--- config.mk ---
export PLATFORM = sky130hd
export DESIGN_NAME = roulette_wheel_selector
export DESIGN_NICKNAME = d
export VERILOG_FILES = /design/src/rtl/rws_pkg.sv /design/src/rtl/rws_addsub.sv /design/src/rtl/rws_store.sv /design/src/rtl/roulette_wheel_selector.sv
export SDC_FILE = /design/constraint.sdc
export NUM_CORES = 1
export LEC_CHECK = 0
export BUFFER_PORTS_ARGS = -buffer_cell sky130_fd_sc_hd__buf_2
export CORE_ASPECT_RATIO = 1.25
export CORE_MARGIN = 2
export CORE_UTILIZATION = 65
export CTS_CLUSTER_SIZE = 10
export DETAILED_ROUTE_END_ITERATION = 8
export GPL_TIMING_DRIVEN = 0
export PLACE_DENSITY_LB_ADDON = 0.25
export SYNTH_ARGS = -nofsm -noshare
export SYNTH_HDL_FRONTEND = slang
export SYNTH_HIERARCHICAL = 1
export SYNTH_SLANG_ARGS = --single-unit
export TNS_END_PERCENT = 50
--- constraint.sdc ---
create_clock -name clk -period 7.5 [get_ports clk]
set_clock_uncertainty 0.05 [all_clocks]
set_input_delay 0.75 -clock clk [delete_from_list [all_inputs] [get_ports clk]]
set_output_delay 0.75 -clock clk [all_outputs]
set_load 0.05 [all_outputs]
--- src/rtl/rws_pkg.sv ---
`timescale 1ns / 1ps
`default_nettype none
// ---------------------------------------------------------------------------
// rws_pkg: shared types and constants
// Field widths, opcodes and adder/subtracter op codes of the roulette selector.
// ---------------------------------------------------------------------------
package rws_pkg;

    localparam int OPC_W      = 1;
    localparam int IDX_W      = 6;
    localparam int FIT_IN_W   = 16;
    localparam int RND_W      = 31;
    localparam int POP_SIZE_W = 7;
    localparam int BIT_W      = $clog2(RND_W);

    localparam logic [POP_SIZE_W-1:0] POP_SIZE_RESET = 7'd64;

    typedef logic [OPC_W-1:0] opcode_t;
    localparam opcode_t OPC_LOAD   = 1'b0;
    localparam opcode_t OPC_SELECT = 1'b1;

    typedef logic alu_op_t;
    localparam alu_op_t ALU_ADD = 1'b0;
    localparam alu_op_t ALU_SUB = 1'b1;

endpackage : rws_pkg
`default_nettype wire

--- src/rtl/rws_addsub.sv ---
`timescale 1ns / 1ps
`default_nettype none
// ---------------------------------------------------------------------------
// rws_addsub: shared adder/subtracter
// One carry chain for the fitness sum, the modulo steps and the scan.
// ---------------------------------------------------------------------------
module rws_addsub #(
    parameter int WIDTH = 23
) (
    input  rws_pkg::alu_op_t   op,
    input  logic [WIDTH-1:0]   a,
    input  logic [WIDTH-1:0]   b,
    output logic [WIDTH-1:0]   result,
    output logic               carry
);
    import rws_pkg::*;

    logic [WIDTH-1:0] b_eff;

    // carry is the no-borrow flag when subtracting
    assign b_eff = (op == ALU_SUB) ? ~b : b;
    assign {carry, result} = {1'b0, a} + {1'b0, b_eff} + {{WIDTH{1'b0}}, (op == ALU_SUB)};

endmodule : rws_addsub
`default_nettype wire

--- src/rtl/rws_store.sv ---
`timescale 1ns / 1ps
`default_nettype none
// ---------------------------------------------------------------------------
// rws_store: fitness memory
// One write port, one read port with registered read data.
// ---------------------------------------------------------------------------
module rws_store #(
    parameter int DEPTH = 64,
    parameter int WIDTH = 16
) (
    input  logic                     clk,
    input  logic                     we,
    input  logic [$clog2(DEPTH)-1:0] waddr,
    input  logic [WIDTH-1:0]         wdata,
    input  logic [$clog2(DEPTH)-1:0] raddr,
    output logic [WIDTH-1:0]         rdata
);
    logic [WIDTH-1:0] mem [DEPTH];
    logic [WIDTH-1:0] rdata_reg;

    always_ff @(posedge clk)
    begin
        if (we)
        begin
            mem[waddr] <= wdata;
        end
        rdata_reg <= mem[raddr];
    end

    assign rdata = rdata_reg;

endmodule : rws_store
`default_nettype wire

--- src/rtl/roulette_wheel_selector.sv ---
`timescale 1ns / 1ps
`default_nettype none
// ---------------------------------------------------------------------------
// roulette_wheel_selector: fitness-proportionate parent selection
// Fitness store, sum / modulo / scan sequencer over one shared adder.
// ---------------------------------------------------------------------------
// Input channel (in_valid / in_stall): opcode load writes fitness_value into
//   entry entry_index (ignored when not below POP_MAX), no result;
//   opcode select starts one selection using random_word.
// Output channel (out_valid / out_stall): one word per select, chosen_index
//   and zero_total_error. A finished word waits in the output register; loads
//   are still taken meanwhile, but the next select cannot hand over its result
//   until that word is taken. in_stall stays high while a select runs.
// Config channel (cfg_valid / cfg_ready): population_size, always ready;
//   write it only while idle. Values above POP_MAX act as POP_MAX.
// Sequence: a select, n entries taking part, sums them through the registered
//   read port, runs 31 restoring modulo steps, scans down from the top entry
//   and hands off; a zero total skips the modulo steps and the scan. A new
//   select is taken only after the last one has handed off. All arithmetic shares one adder.
// Reset: control clears at once, population_size returns to 64, then a
//   clearing pass over all POP_MAX entries zeroes the store with in_stall high.
// ---------------------------------------------------------------------------
module roulette_wheel_selector #(
    parameter int POP_MAX  = 64,
    parameter int FIT_BITS = 16
) (
    input  logic                               clk,
    input  logic                               rst_n,
    // item input
    input  logic                               in_valid,
    output logic                               in_stall,
    input  rws_pkg::opcode_t                   opcode,
    input  logic [rws_pkg::IDX_W-1:0]          entry_index,
    input  logic [rws_pkg::FIT_IN_W-1:0]       fitness_value,
    input  logic [rws_pkg::RND_W-1:0]          random_word,
    // result output
    output logic                               out_valid,
    input  logic                               out_stall,
    output logic [rws_pkg::IDX_W-1:0]          chosen_index,
    output logic                               zero_total_error,
    // configuration
    input  logic                               cfg_valid,
    output logic                               cfg_ready,
    input  logic [rws_pkg::POP_SIZE_W-1:0]     cfg_data
);
    import rws_pkg::*;

    localparam int AW    = $clog2(POP_MAX);
    localparam int CNT_W = $clog2(POP_MAX + 1);
    localparam int SUM_W = FIT_BITS + AW;
    localparam int ALU_W = SUM_W + 1;
    localparam int CMP_W = (CNT_W > POP_SIZE_W) ? CNT_W : POP_SIZE_W;

    // sequencer states
    localparam logic [2:0] ST_CLEAR = 3'd0;
    localparam logic [2:0] ST_IDLE  = 3'd1;
    localparam logic [2:0] ST_SUM   = 3'd2;
    localparam logic [2:0] ST_MOD   = 3'd3;
    localparam logic [2:0] ST_SCAN  = 3'd4;
    localparam logic [2:0] ST_DONE  = 3'd5;

    logic [2:0]            state_reg, state_next;
    logic [AW-1:0]         clr_reg, clr_next;
    logic [POP_SIZE_W-1:0] pop_reg;
    logic                  out_valid_reg, out_valid_next;

    // datapath registers
    logic [CNT_W-1:0]      n_reg, n_next;
    logic [CNT_W-1:0]      cnt_reg, cnt_next;
    logic                  pend_reg, pend_next;
    logic [AW-1:0]         pidx_reg, pidx_next;
    logic [SUM_W-1:0]      acc_reg, acc_next;      // total fitness
    logic [SUM_W-1:0]      rem_reg, rem_next;      // remainder, then scan residue
    logic [RND_W-1:0]      rnd_reg, rnd_next;
    logic [BIT_W-1:0]      bit_reg, bit_next;
    logic [AW-1:0]         pick_reg, pick_next;
    logic                  err_reg, err_next;
    logic [IDX_W-1:0]      out_idx_reg;
    logic                  out_err_reg;

    // store ports
    logic                  st_we;
    logic [AW-1:0]         st_waddr;
    logic [FIT_BITS-1:0]   st_wdata;
    logic [AW-1:0]         st_raddr;
    logic [FIT_BITS-1:0]   st_rdata;

    // shared adder
    alu_op_t               alu_op;
    logic [ALU_W-1:0]      alu_a, alu_b, alu_res;
    logic                  alu_carry;

    logic                  in_accept;
    logic                  load_ok;
    logic                  out_load;
    logic [CMP_W-1:0]      pop_w;
    logic [CNT_W-1:0]      n_eff;
    logic [CNT_W-1:0]      cnt_m1;
    logic [ALU_W-1:0]      shifted;

    assign in_stall  = (state_reg != ST_IDLE);
    assign in_accept = in_valid && !in_stall;
    assign cfg_ready = 1'b1;

    // population size, saturated to the store depth
    assign pop_w = CMP_W'(pop_reg);
    assign n_eff = (pop_w > CMP_W'(POP_MAX)) ? CNT_W'(POP_MAX) : CNT_W'(pop_w);

    assign load_ok = CMP_W'(entry_index) < CMP_W'(POP_MAX);
    assign cnt_m1  = cnt_reg - CNT_W'(1);
    assign shifted = {rem_reg, rnd_reg[RND_W-1]};

    assign out_load = (state_reg == ST_DONE) && (!out_valid_reg || !out_stall);

    rws_store #(
        .DEPTH (POP_MAX),
        .WIDTH (FIT_BITS)
    ) u_store (
        .clk   (clk),
        .we    (st_we),
        .waddr (st_waddr),
        .wdata (st_wdata),
        .raddr (st_raddr),
        .rdata (st_rdata)
    );

    rws_addsub #(
        .WIDTH (ALU_W)
    ) u_addsub (
        .op     (alu_op),
        .a      (alu_a),
        .b      (alu_b),
        .result (alu_res),
        .carry  (alu_carry)
    );

    // store write: clearing pass or load word
    always_comb
    begin
        if (state_reg == ST_CLEAR)
        begin
            st_we    = 1'b1;
            st_waddr = clr_reg;
            st_wdata = '0;
        end
        else
        begin
            st_we    = in_accept && (opcode == OPC_LOAD) && load_ok;
            st_waddr = AW'(entry_index);
            st_wdata = FIT_BITS'(fitness_value);
        end
    end

    // read address: ascending while summing, descending while scanning
    assign st_raddr = (state_reg == ST_SCAN) ? cnt_m1[AW-1:0] : cnt_reg[AW-1:0];

    // adder operand select
    always_comb
    begin
        unique case (state_reg)
            ST_SUM:
            begin
                alu_op = ALU_ADD;
                alu_a  = ALU_W'(acc_reg);
                alu_b  = ALU_W'(st_rdata);
            end
            ST_MOD:
            begin
                alu_op = ALU_SUB;
                alu_a  = shifted;
                alu_b  = ALU_W'(acc_reg);
            end
            default:
            begin
                alu_op = ALU_SUB;
                alu_a  = ALU_W'(rem_reg);
                alu_b  = ALU_W'(st_rdata);
            end
        endcase
    end

    // sequencer
    always_comb
    begin
        state_next = state_reg;
        clr_next   = clr_reg;
        n_next     = n_reg;
        cnt_next   = cnt_reg;
        pend_next  = pend_reg;
        pidx_next  = pidx_reg;
        acc_next   = acc_reg;
        rem_next   = rem_reg;
        rnd_next   = rnd_reg;
        bit_next   = bit_reg;
        pick_next  = pick_reg;
        err_next   = err_reg;

        unique case (state_reg)
            ST_CLEAR:
            begin
                clr_next = clr_reg + AW'(1);
                if (clr_reg == AW'(POP_MAX - 1))
                begin
                    state_next = ST_IDLE;
                end
            end
            ST_IDLE:
            begin
                if (in_accept && (opcode == OPC_SELECT))
                begin
                    n_next     = n_eff;
                    cnt_next   = '0;
                    pend_next  = 1'b0;
                    acc_next   = '0;
                    rnd_next   = random_word;
                    state_next = ST_SUM;
                end
            end
            ST_SUM:
            begin
                // read issued this cycle lands next cycle
                if (cnt_reg != n_reg)
                begin
                    cnt_next  = cnt_reg + CNT_W'(1);
                    pend_next = 1'b1;
                end
                else
                begin
                    pend_next = 1'b0;
                end
                if (pend_reg)
                begin
                    acc_next = alu_res[SUM_W-1:0];
                end
                if ((cnt_reg == n_reg) && !pend_reg)
                begin
                    if (acc_reg == '0)
                    begin
                        err_next   = 1'b1;
                        pick_next  = '0;
                        state_next = ST_DONE;
                    end
                    else
                    begin
                        err_next   = 1'b0;
                        rem_next   = '0;
                        bit_next   = '0;
                        state_next = ST_MOD;
                    end
                end
            end
            ST_MOD:
            begin
                // restoring step: one random bit per cycle
                rem_next = alu_carry ? alu_res[SUM_W-1:0] : shifted[SUM_W-1:0];
                rnd_next = {rnd_reg[RND_W-2:0], 1'b0};
                bit_next = bit_reg + BIT_W'(1);
                if (bit_reg == BIT_W'(RND_W - 1))
                begin
                    cnt_next   = n_reg;
                    pend_next  = 1'b0;
                    state_next = ST_SCAN;
                end
            end
            ST_SCAN:
            begin
                if (cnt_reg != '0)
                begin
                    cnt_next  = cnt_m1;
                    pidx_next = cnt_m1[AW-1:0];
                    pend_next = 1'b1;
                end
                else
                begin
                    pend_next = 1'b0;
                end
                if (pend_reg)
                begin
                    // borrow: running sum has passed the threshold
                    if (!alu_carry)
                    begin
                        pick_next  = pidx_reg;
                        state_next = ST_DONE;
                    end
                    else
                    begin
                        rem_next = alu_res[SUM_W-1:0];
                    end
                end
                else if (cnt_reg == '0)
                begin
                    pick_next  = AW'(n_reg - CNT_W'(1));
                    state_next = ST_DONE;
                end
            end
            ST_DONE:
            begin
                if (out_load)
                begin
                    state_next = ST_IDLE;
                end
            end
            default:
            begin
                state_next = ST_IDLE;
            end
        endcase
    end

    always_comb
    begin
        out_valid_next = out_valid_reg;
        if (out_load)
        begin
            out_valid_next = 1'b1;
        end
        else if (out_valid_reg && !out_stall)
        begin
            out_valid_next = 1'b0;
        end
    end

    // control state
    always_ff @(posedge clk or negedge rst_n)
    begin
        if (!rst_n)
        begin
            state_reg     <= ST_CLEAR;
            clr_reg       <= '0;
            pop_reg       <= POP_SIZE_RESET;
            out_valid_reg <= 1'b0;
            pend_reg      <= 1'b0;
        end
        else
        begin
            state_reg     <= state_next;
            clr_reg       <= clr_next;
            out_valid_reg <= out_valid_next;
            pend_reg      <= pend_next;
            if (cfg_valid && cfg_ready)
            begin
                pop_reg <= cfg_data;
            end
        end
    end

    // datapath
    always_ff @(posedge clk)
    begin
        n_reg    <= n_next;
        cnt_reg  <= cnt_next;
        pidx_reg <= pidx_next;
        acc_reg  <= acc_next;
        rem_reg  <= rem_next;
        rnd_reg  <= rnd_next;
        bit_reg  <= bit_next;
        pick_reg <= pick_next;
        err_reg  <= err_next;
        if (out_load)
        begin
            out_idx_reg <= IDX_W'(pick_reg);
            out_err_reg <= err_reg;
        end
    end

    assign out_valid        = out_valid_reg;
    assign chosen_index     = out_idx_reg;
    assign zero_total_error = out_err_reg;

endmodule : roulette_wheel_selector
`default_nettype wire
==> key figures <==
STA
  • Final Hold Fails: 0
  • Max_slew headroom: 0.08184
  • Fin crit share: 0.7773
  • Achievable frequency: roughly 0.17 GHz
  • Setup_tns: 0 ns
  • Slew Viols, Final: 0
  • Worst Hold Margin: slightly above 0.2 ns
  • Final setup viols: 0
  • Worst Max-Slew Pin Slew: approximately 1.4 ns
  • Minimum clock period: roughly 5.8 ns
  • RSZ-0062 raised after global routing: no

Global route
  • Met1 usage: 0.4090
  • Largest net degree at the start of global routing: 45
  • Total grt overflow: 0
  • Global Route Usage Sum: 0.3443
  • Initial antenna violation count: 2
  • Vias in the first global route: about 28000
  • Met2 usage: 0.5666
  • First-pass GRT wire length: 184500 µm
  • GRT Max-Usage Layer: met2
  • Met3 usage: 0.08650

Setup path
  • R2R Path End: pick_reg[1]
  • CP cell instances: clkbuf_1, nor2_1, inv_1, buf_2, buf_1, xor2_1, ha_1, or4_1, o21ai_1, o21bai_2, o31ai_2, a21oi_1, o21ba_2, o21ai_1, inv_1, nand2_1, o211ai_1, nor3b_1
  • Worst Path Buf+Inv: 5
  • Setup Crit Path Kind: reg -> reg
  • Crit. path cell count: 18
  • Slowest stage delay, CP: 0.75 ns
  • Crit path from: state_reg[0]
  • FF-to-FF Start: state_reg[0]
  • Crit path to: pick_reg[1]
  • Crit path max-delay family: simple AND/OR/NAND/NOR gates
  • Slowest CP cell: nor3b_1
  • CP Launch Type: flop
  • CP endpoint kind: flop
  • CP Data Required Time: 7.79 ns
  • R2r setup slk: around 1.7 ns
  • Crit-path max FO: 10
  • Worst R2R Path Depth: 18
  • CP Data Arrival Time: between 6 and 7 ns

Floorplanning
  • Core Box Area: ~73000 µm²
  • Die ar.: around 76000 µm²
  • Io pins: 76
  • Initial Utilization: 0.6568
  • Die Y: a little over 300 µm
  • # rows: between 100 and 150
  • Die Wd: about 250 µm

Synth
  • Cells after synthesis: roughly 2700
  • Syn_area_per_cell: ~18 µm²
  • Yosys Warn Count: 6
  • Mapped Area: around 48000 µm²
  • Syn_nets: about 2800

Final layout
  • Register Area: between 30000 and 40000 µm²
  • Fin nets: slightly above 3000
  • Layout cell share with drive strength beyond 1: 0.2434
  • Final Core Density: 0.7424
  • Area grow syn2layout: 13.03%
  • # fillers: between 3000 and 4000
  • Multi-input logic area: 12540 µm²
  • Max reg flops: 1024
  • Final Non-Filler Cells: 3924

Placed design
  • Placed cell count: 3751
  • Number of port buffers: 73
  • Routability congestion estimate: ~1.1
  • Dpl hpwl: about 85000 µm

Pwr
  • PD cells: 456.0 nW/µm²
  • VDD IR max: approximately 0.46 mV
  • Total chip power: 24.87 mW
  • Leakage Power: 18.32 nW

Detailed routing
  • Final WL: about 130000 µm
  • # DRC: 0
  • Post-detailed-route wirelength per cell: about 33 µm
  • 1st-pass router iterations: 6
  • Vias: approximately 27000
  • Violation count after the first detailed-routing iteration: between 3000 and 4000
  • Vias/cell: 6.903
  • Final antenna-violating net count: 0

Clock tree
  • H-tree depth: 4
  • CTS sink cnt: 1172
  • Cts repair resizes: 0
  • Num CTS Buffers: between 100 and 150
  • Clk_lat worst skew: roughly 0.74 ns
  • Max clock buf depth: 3
  • Clock Tree Root: clkbuf_16
  • CTS tree: built
  • Clock transition at path regs: 0.06 ns

Job
  • Max-cap violations: 0

Worst hold path
  • Hold path start: cfg_data[4]
  • Hold Path Depth: 2
  • Worst hold path type: in -> reg

Status
  • Status: complete, no violations
[per-stage QoR]
stage,setup slack [ns],cell area [µm²]
6_report,1.670,54540
3_3_place_gp,1.776,49820
2_1_floorplan,2.958,48250
3_5_place_dp,1.803,50850
4_1_cts,1.776,54510
5_1_grt,1.354,54540
[how the worst min path moves through the flow]
stage	slack, ns	endpoint
after global routing	0.18	pop_reg[4]
after global placement	0.35	chosen_index[3]
after floorplan	0.35	chosen_index[0]
final	0.21	pop_reg[4]
after detailed placement	0.36	chosen_index[3]
after CTS	0.18	pop_reg[4]
[power by group]
part	switching (mW)	internal, mW
registers	0.251	8.49
clock network	2.40	3.28
logic	6.64	3.80
[placed cells by master (no fill, tap or decap), drive strengths merged, types with 17 or more instances in the layout]
| cell type | instances |
|---|---|
| nand4 | 23 |
| xnor2 | 25 |
| clkbuf | 209 |
| o21ai | 50 |
| mux2 | 41 |
| nor2b | 55 |
| nor2 | 120 |
| edfxtp | 1138 |
| nand3 | 38 |
| ha | 31 |
| a21oi | 47 |
| mux2i | 110 |
| a22o | 29 |
| a22oi | 40 |
| mux4 | 224 |
| nand2 | 259 |
| buf | 221 |
| xor2 | 46 |
| inv | 28 |
| dfrtp | 17 |
| and3 | 35 |
[per-layer routing]
| metal | wire length (µm) | vias up |
|---|---|---|
| met1 | 41750 | 13700 |
| li1 | - | 11100 |
| met3 | 13430 | 430 |
| met5 | 0 | - |
| met2 | 63930 | 1856 |
| met4 | 9037 | 0 |
[layout make-up]
cell class,count,share of cell area
inverter,20,0.001376
clock buffer,156,0.06455
antenna,2,0.00009176
clock inverter,14,0.002409
sequential,1172,0.6407
multi-input combinational,1325,0.2299
timing repair buffer,120,0.02117
tap,960,0.02202
buffer,155,0.01778
[repair_timing]
action | 4_1_cts | 5_1_grt
setup buffers | 0 | 0
hold endpoints to repair | 17 | 0
hold buffers | 1 | 0
(Power assumes the default switching activity.)
